<file path="config.mk">
export PLATFORM = sky130hd
export DESIGN_NAME = masked_l1_segmental_distance
export DESIGN_NICKNAME = d
export VERILOG_FILES = /design/src/rtl/msd_pkg.sv /design/src/rtl/msd_ctrl.sv /design/src/rtl/msd_dp.sv /design/src/rtl/masked_l1_segmental_distance.sv
export SDC_FILE = /design/constraint.sdc
export NUM_CORES = 1
export LEC_CHECK = 0
export ABC_AREA = 0
export BUFFER_PORTS_ARGS = -buffer_cell sky130_fd_sc_hd__clkbuf_2
export CAP_MARGIN = 20
export CORE_MARGIN = 5
export CORE_UTILIZATION = 62
export DETAILED_ROUTE_END_ITERATION = 10
export GPL_TIMING_DRIVEN = 0
export HOLD_SLACK_MARGIN = 0.1
export PLACE_DENSITY = 0.93
export SLEW_MARGIN = 10
export SYNTH_ARGS = -nofsm -noshare
export SYNTH_HDL_FRONTEND = slang
export SYNTH_SLANG_ARGS = --single-unit
</file>
<file path="constraint.sdc">
create_clock -name i_clk -period 13 [get_ports i_clk]
set_input_delay 1.3 -clock i_clk [delete_from_list [all_inputs] [get_ports i_clk]]
set_output_delay 1.3 -clock i_clk [all_outputs]
set_load 0.01 [all_outputs]
</file>
<file path="src/rtl/msd_pkg.sv">
package msd_pkg;

    localparam int COORD_W    = 16;
    localparam int SUM_W      = 23;
    localparam int DIST_W     = 22;
    localparam int MASK_W     = 64;
    localparam int MASK_IDX_W = 6;
    localparam int CFG_IDX_W  = 8;
    localparam int STEP_W     = $clog2(SUM_W);

    localparam logic [CFG_IDX_W-1:0] CFG_DIM_MASK       = 8'd0;
    localparam logic [CFG_IDX_W-1:0] CFG_AVERAGE_ENABLE = 8'd1;

    typedef enum logic [1:0] {
        S_ACC,
        S_DIV,
        S_OUT
    } t_state;

    typedef struct packed {
        logic take;
        logic div_step;
        logic load_direct;
        logic load_quot;
    } t_cmd;

    typedef struct packed {
        logic last;
        logic need_div;
        logic div_done;
    } t_sts;

endpackage

</file>
<file path="src/rtl/msd_ctrl.sv">
module msd_ctrl (
    input  logic          i_clk,
    input  logic          i_rst_n,
    input  logic          i_in_valid,
    input  logic          i_out_ready,
    input  msd_pkg::t_sts i_sts,
    output logic          o_in_ready,
    output logic          o_out_valid,
    output msd_pkg::t_cmd o_cmd
);
    import msd_pkg::*;

    t_state r_state;
    t_state n_state;
    logic   take;

    assign take = i_in_valid && o_in_ready;

    always_ff @(posedge i_clk) begin
        if (!i_rst_n) begin
            r_state <= S_ACC;
        end else begin
            r_state <= n_state;
        end
    end

    always_comb begin
        n_state = r_state;
        unique case (r_state)
            S_ACC: begin
                if (take && i_sts.last) begin
                    n_state = i_sts.need_div ? S_DIV : S_OUT;
                end
            end
            S_DIV: begin
                if (i_sts.div_done) begin
                    n_state = S_OUT;
                end
            end
            S_OUT: begin
                if (i_out_ready) begin
                    n_state = S_ACC;
                end
            end
            default: n_state = S_ACC;
        endcase
    end

    always_comb begin
        o_in_ready        = 1'b0;
        o_out_valid       = 1'b0;
        o_cmd.div_step    = 1'b0;
        o_cmd.load_quot   = 1'b0;
        unique case (r_state)
            S_ACC: begin
                o_in_ready = 1'b1;
            end
            S_DIV: begin
                o_cmd.div_step  = 1'b1;
                o_cmd.load_quot = i_sts.div_done;
            end
            S_OUT: begin
                // next point may start while the result waits, but not finish
                o_in_ready  = !i_sts.last;
                o_out_valid = 1'b1;
            end
            default: begin
                o_in_ready = 1'b0;
            end
        endcase
        o_cmd.take        = take;
        o_cmd.load_direct = take && i_sts.last && !i_sts.need_div;
    end

endmodule

</file>
<file path="src/rtl/msd_dp.sv">
module msd_dp #(
    parameter int MAX_DIMS = 64
) (
    input  logic                               i_clk,
    input  logic                               i_rst_n,
    input  msd_pkg::t_cmd                      i_cmd,
    input  logic signed [msd_pkg::COORD_W-1:0] i_point_value,
    input  logic signed [msd_pkg::COORD_W-1:0] i_medoid_value,
    input  logic                               i_last_dim,
    input  logic [msd_pkg::MASK_W-1:0]         i_dim_mask,
    input  logic                               i_average_enable,
    output msd_pkg::t_sts                      o_sts,
    output logic [msd_pkg::DIST_W-1:0]         o_distance,
    output logic                               o_empty_mask
);
    import msd_pkg::*;

    localparam int CNT_W = $clog2(MAX_DIMS + 1);

    // accumulators
    logic [SUM_W-1:0]      r_sum;
    logic [CNT_W-1:0]      r_cnt;
    logic [CNT_W-1:0]      r_pos;
    logic [SUM_W-1:0]      n_sum;
    logic [CNT_W-1:0]      n_cnt;
    logic [CNT_W-1:0]      n_pos;

    // divider
    logic [SUM_W-1:0]      r_quo;
    logic [CNT_W-1:0]      r_rem;
    logic [CNT_W-1:0]      r_dvs;
    logic [STEP_W-1:0]     r_step;
    logic [SUM_W-1:0]      n_quo;
    logic [CNT_W-1:0]      n_rem;

    // result
    logic [DIST_W-1:0]     r_dist;
    logic                  r_empty;

    logic [MASK_IDX_W:0]   pos_ext;
    logic                  in_range;
    logic                  sel;
    logic signed [COORD_W:0] diff;
    logic [COORD_W-1:0]    mag;
    logic [CNT_W:0]        rem_sh;
    logic [CNT_W+1:0]      trial;
    logic                  ge;

    assign pos_ext  = (MASK_IDX_W + 1)'(r_pos);
    assign in_range = r_pos < CNT_W'(MAX_DIMS);
    assign sel      = in_range && i_dim_mask[pos_ext[MASK_IDX_W-1:0]];
    assign diff     = {i_point_value[COORD_W-1], i_point_value}
                    - {i_medoid_value[COORD_W-1], i_medoid_value};
    assign mag      = diff[COORD_W] ? COORD_W'(-diff) : diff[COORD_W-1:0];

    assign n_sum = r_sum + (sel ? SUM_W'(mag) : '0);
    assign n_cnt = r_cnt + CNT_W'(sel);
    assign n_pos = in_range ? r_pos + CNT_W'(1) : r_pos;

    // restoring division, one quotient bit per step
    assign rem_sh = {r_rem, r_quo[SUM_W-1]};
    assign trial  = {1'b0, rem_sh} - {2'b00, r_dvs};
    assign ge     = !trial[CNT_W+1];
    assign n_rem  = ge ? trial[CNT_W-1:0] : rem_sh[CNT_W-1:0];
    assign n_quo  = {r_quo[SUM_W-2:0], ge};

    assign o_sts.last     = i_last_dim;
    assign o_sts.need_div = i_average_enable && (n_cnt != '0);
    assign o_sts.div_done = r_step == STEP_W'(SUM_W - 1);

    always_ff @(posedge i_clk) begin
        if (!i_rst_n) begin
            r_sum <= '0;
            r_cnt <= '0;
            r_pos <= '0;
        end else if (i_cmd.take) begin
            if (i_last_dim) begin
                r_sum <= '0;
                r_cnt <= '0;
                r_pos <= '0;
            end else begin
                r_sum <= n_sum;
                r_cnt <= n_cnt;
                r_pos <= n_pos;
            end
        end
    end

    always_ff @(posedge i_clk) begin
        if (i_cmd.take && i_last_dim) begin
            r_quo  <= n_sum;
            r_rem  <= '0;
            r_dvs  <= n_cnt;
            r_step <= '0;
        end else if (i_cmd.div_step) begin
            r_quo  <= n_quo;
            r_rem  <= n_rem;
            r_step <= r_step + STEP_W'(1);
        end
    end

    always_ff @(posedge i_clk) begin
        if (i_cmd.load_direct) begin
            r_dist  <= (n_cnt == '0) ? '0 : n_sum[DIST_W-1:0];
            r_empty <= n_cnt == '0;
        end else if (i_cmd.load_quot) begin
            r_dist  <= n_quo[DIST_W-1:0];
            r_empty <= 1'b0;
        end
    end

    assign o_distance   = r_dist;
    assign o_empty_mask = r_empty;

endmodule

</file>
<file path="src/rtl/masked_l1_segmental_distance.sv">
// one dimension word per cycle while a point accumulates, but a last word is held while a result waits
// raw-sum mode or empty selection: result registered, valid in the cycle after the last word
// average mode: restoring divider runs after the last word, then valid
// the next point's non-last words are taken while a result waits
// synchronous active-low reset clears accumulators and state and sets config
// (dim_mask all ones, average_enable 1)
module masked_l1_segmental_distance #(
    parameter int MAX_DIMS = 64
) (
    input  logic        i_clk,
    input  logic        i_rst_n,
    input  logic        s_axis_tvalid,
    output logic        s_axis_tready,
    input  logic [31:0] s_axis_tdata,  // point_value[15:0], medoid_value[31:16]
    input  logic        s_axis_tlast,  // last_dim
    output logic        m_axis_tvalid,
    input  logic        m_axis_tready,
    output logic [23:0] m_axis_tdata,  // distance[21:0], empty_mask[22], zero[23]
    input  logic        i_cfg_valid,
    output logic        o_cfg_ready,
    input  logic [msd_pkg::CFG_IDX_W-1:0] i_cfg_index,
    input  logic [msd_pkg::MASK_W-1:0]    i_cfg_data
);
    import msd_pkg::*;

    logic [MASK_W-1:0] r_dim_mask;
    logic              r_average_enable;
    t_cmd              cmd;
    t_sts              sts;
    logic [DIST_W-1:0] distance;
    logic              empty_mask;

    assign o_cfg_ready = 1'b1;

    always_ff @(posedge i_clk) begin
        if (!i_rst_n) begin
            r_dim_mask       <= '1;
            r_average_enable <= 1'b1;
        end else if (i_cfg_valid) begin
            unique case (i_cfg_index)
                CFG_DIM_MASK:       r_dim_mask       <= i_cfg_data;
                CFG_AVERAGE_ENABLE: r_average_enable <= i_cfg_data[0];
                default: begin
                end
            endcase
        end
    end

    msd_ctrl u_ctrl (
        .i_clk       (i_clk),
        .i_rst_n     (i_rst_n),
        .i_in_valid  (s_axis_tvalid),
        .i_out_ready (m_axis_tready),
        .i_sts       (sts),
        .o_in_ready  (s_axis_tready),
        .o_out_valid (m_axis_tvalid),
        .o_cmd       (cmd)
    );

    msd_dp #(
        .MAX_DIMS (MAX_DIMS)
    ) u_dp (
        .i_clk            (i_clk),
        .i_rst_n          (i_rst_n),
        .i_cmd            (cmd),
        .i_point_value    (s_axis_tdata[COORD_W-1:0]),
        .i_medoid_value   (s_axis_tdata[2*COORD_W-1:COORD_W]),
        .i_last_dim       (s_axis_tlast),
        .i_dim_mask       (r_dim_mask),
        .i_average_enable (r_average_enable),
        .o_sts            (sts),
        .o_distance       (distance),
        .o_empty_mask     (empty_mask)
    );

    assign m_axis_tdata = {1'b0, empty_mask, distance};

    a_empty_zero: assert property (@(posedge i_clk) disable iff (!i_rst_n)
        m_axis_tvalid && m_axis_tdata[22] |-> m_axis_tdata[21:0] == '0)
        else $error("empty selection with nonzero distance");

    a_one_point: assert property (@(posedge i_clk) disable iff (!i_rst_n)
        s_axis_tvalid && s_axis_tready && s_axis_tlast
        |=> !(s_axis_tready && s_axis_tlast))
        else $error("second last word taken before result delivered");

    a_pending_blocks: assert property (@(posedge i_clk) disable iff (!i_rst_n)
        m_axis_tvalid |-> !(s_axis_tready && s_axis_tlast))
        else $error("last word taken while result pending");

endmodule
</file>
==> results.txt <==
FF-to-FF End: u_dp.o_distance[17]
Main combinational cell family by area after synthesis: simple AND/OR/NAND/NOR gates
DR iter-0 viols: 736
Total GRT Usage: 25.7%
Crit share post-route: 53.4%
Num rows: 45
Count of flip-flops with a built-in enable after synthesis: 53
Final Critical Period: 6.94 ns
Final setup fails: 0
Most frequent cells after synthesis: nand2_1 (218), dfxtp_1 (116), nand3_1 (92)
Post-Syn Area per Cell: 8.87 um^2
Starting density of the core: 62.7%
Core area: 15100 um^2
Max-cap violation count: 0
Area fraction of the dominant cell type after synthesis: 24.5%
Layout area overhead: 16.4%
Clk_skew: 0.00859 ns
Worst reg2reg path startpoint: u_dp.pos_ext[1]
Area occupied by multi-input gates: 5140 um^2
HPWL Detailed: 17100 um
R2R setup slack: 6.71 ns
Top FF cell, synth: dfxtp_1
Seq/Total Area, Yosys: 41.4%
Drt pass-1 iters: 6
RSZ-0062 raised after global routing: no
Seq. cell area: 3910 um^2
Most frequent cell after synthesis: nand2_1
Fillers: 1095
Synthesized Nets: 1225
CP peak stage delay: 0.62 ns
Vias per cell: 5.98
CTS tree: yes
Setup bufs post-CTS: 0
First-pass GRT wire length: 37600 um
IR drop worst, VDD: 0.000108 V
Compound-Gate Fraction of Synth Area: 15.1%
Slowest stage cell, crit path: a2111oi_0
Die width: 134 um
Placement Cell Area: 10400 um^2
Worst R2R Path Depth: 19
TritonCTS Buffers: 17
Slew margin rel.: 27.4%
CTS resizes: 0
Clock slew at reported path FFs: 0.06 ns
Io pins: 137
Hold crit path type: reg -> reg
XOR/XNOR Fraction of Synth Area: 5.09%
Crit Path Class: in -> reg
Startpoint types: input port
# placed instances: 1389
Die Span Y: 134 um
Crit end category: flip-flop
Worst setup path startpoint: s_axis_tdata[0]
Finished Cell Area: 11000 um^2
Required @ worst endpoint: 13.14 ns
GRT overflow: 0
WL per Instance: 16.1 um
Synth Area in Simple Gates: 21.8%
Cell Chain, Critical Path: clkbuf_2, inv_1, ha_1, fa_1, nand2b_1, a21oi_1, o21a_1, o311ai_1, a22oi_1, a31o_2, clkbuf_1, nor2_1, a211oi_1, ha_1, a21o_1, a21oi_1, o21bai_1, a2111oi_0, or4_1, a21oi_1, o31ai_1, xor2_1, o31ai_1
Via total after detailed routing: 8502
Cell taking the most area after synthesis: dfxtp_1
Final ANT Viol Nets: 0
Synth Area in Adders: 6.59%
Die ar.: 17800 um^2
Synth area leaders: dfxtp_1 (25%), edfxtp_1 (17%), nand2_1 (8.6%), ha_1 (6.0%), mux4_2 (5.0%)
Final core occ: 73.0%
Synth Warn #: 0
Tightest Pin Transition: 1.08 ns
Final-report max-slew violation count: 0
Pwr dens: 146 nW/um^2
Cts hold-fix bufs: 0
DRC Markers: 0
Port buffer count: 133
Top cell by count, worst path: a21oi_1
Flops & latches, synth: 169
Antenna violations before repair: 0
Clock tree buffer depth: 2
Max Clock Freq: 144 MHz
CP endpoint: u_dp.o_distance[17]
RD Place Congestion: 0.877
Pin count of the biggest net entering global routing: 25
Layout cell share with drive strength beyond 1: 17.7%
H-tree level count: 4
Post-route insts no fill: 1421
Outcome: complete, no violations
Wirelength, routed: 22800 um
Synthesized area: 9460 um^2
Final TNS setup: 0 ns
Nets: 1378
Mux share of post-synthesis cell area: 5.69%
Clk sink count: 169
CP arrival: 7.08 ns
Final hold viol count: 0
Skew-Pair Late Insertion Delay: 0.44 ns
Crit path max fanout: 10
Vias in the first global route: 8113
Synth Instances: 1067
FFs w/ async S/R, synth: 0%
Static Leak: 4.89 nW
N_diodes: 0
Root Driver: clkbuf_16
Synth cell types: 70
power breakdown:
group / leakage (nW) / switching, W / internal (W) / total (W)
combinational: 3.14 / 0.000277 / 0.000184 / 0.000460
sequential: 1.43 / 0.0000260 / 0.000593 / 0.000619
clock: 0.311 / 0.000224 / 0.000309 / 0.000533
total: 4.89 / 0.000527 / 0.00109 / 0.00161
registers in the layout, summed over array words and instances, names as in the netlist:
name,cells
u_dp.o_empty_mask,1
u_dp.r_step,5
u_dp.r_quo,23
r_dim_mask,64
u_dp.r_rem,7
u_dp.pos_ext,7
u_dp.r_sum,23
u_dp.r_cnt,7
u_ctrl.r_state,2
r_average_enable,1
u_dp.r_dvs,7
u_dp.o_distance,22
layout make-up:
class / count / share of cell area, %
inverters: 39 / 1.33
clock buffers: 21 / 4.67
plain buffers: 59 / 2.39
clock inverters: 11 / 1.07
flip-flops and latches: 169 / 35.5
well taps: 188 / 2.14
repair buffers: 134 / 6.18
multi-input cells: 800 / 46.7
worst min path at each step:
stage                               from        endpoint  slack, ns  cells after the start
final                      u_dp.r_sum[0]   u_dp.r_sum[0]       0.47                      2
after global routing      r_dim_mask[44]  r_dim_mask[44]       0.49                      2
after CTS                  u_dp.r_sum[0]   u_dp.r_sum[0]       0.46                      2
after detailed placement  r_dim_mask[19]  r_dim_mask[19]       0.46                      2
after global placement    r_dim_mask[35]  r_dim_mask[35]       0.44                      2
after floorplan           r_dim_mask[10]  r_dim_mask[10]       0.44                      2
layout by cell type, fill, tap and decap left out, drive strengths merged, types with 5 or more instances in the layout:
master	instances
a22o	10
nor2	70
nor3	11
inv	45
xnor2	28
edfxtp	53
nor2b	8
o31ai	16
o21ai	51
or2	6
nand3	92
a21oi	45
nand2	218
and2	8
a31oi	9
dfxtp	116
o2111ai	5
a22oi	10
or3	14
a21o	16
xor2	27
clkbuf	203
nand4	9
o21a	6
ha	45
mux4	21
buf	11
and3	9
metal layers:
layer | track usage, % | vias to the layer above | routed length, um
li1 | - | 4116 | -
met1 | 32.7 | 3915 | 9400
met2 | 43.3 | 416 | 11000
met3 | 6.19 | 55 | 1920
met4 | 8.23 | 0 | 518
met5 | 0 | - | 0
through the flow:
| stage | setup slack (ns) | hold WS [ns] | total power (W) |
|---|---|---|---|
| 3_3_place_gp | 6.01 | 0.445 | 0.00105 |
| 4_1_cts | 6.21 | 0.465 | 0.00161 |
| 5_1_grt | 5.59 | 0.486 | 0.00169 |
| 6_report | 6.06 | 0.466 | 0.00161 |
| 3_5_place_dp | 5.86 | 0.455 | 0.00108 |
| 2_1_floorplan | 6.95 | 0.435 | 0.000960 |
logic make-up (layout without fill, tap and decap cells):
| kind of cell | count (synthesis) | count (layout) |
|---|---|---|
| adder cells (fa/ha/maj) | 48 | 48 |
| AND/OR/NAND/NOR | 459 | 459 |
| flip-flops | 169 | 169 |
| AO/OA/AOI/OAI | 209 | 209 |
| buffers and inverters | 98 | 264 |
| multiplexers | 27 | 27 |
| XOR/XNOR | 55 | 55 |
| other | 2 | 2 |
critical path: cells and delay by family:
family	cells	cell delay, ns
and+or+nand+nor	3	0.50
buffers and inverters	3	0.43
AOI/OAI and AO/OA	13	3.61
adders and majority gates	3	0.97
xor gates and xnor gates	1	0.27
(Power assumes the default switching activity.)
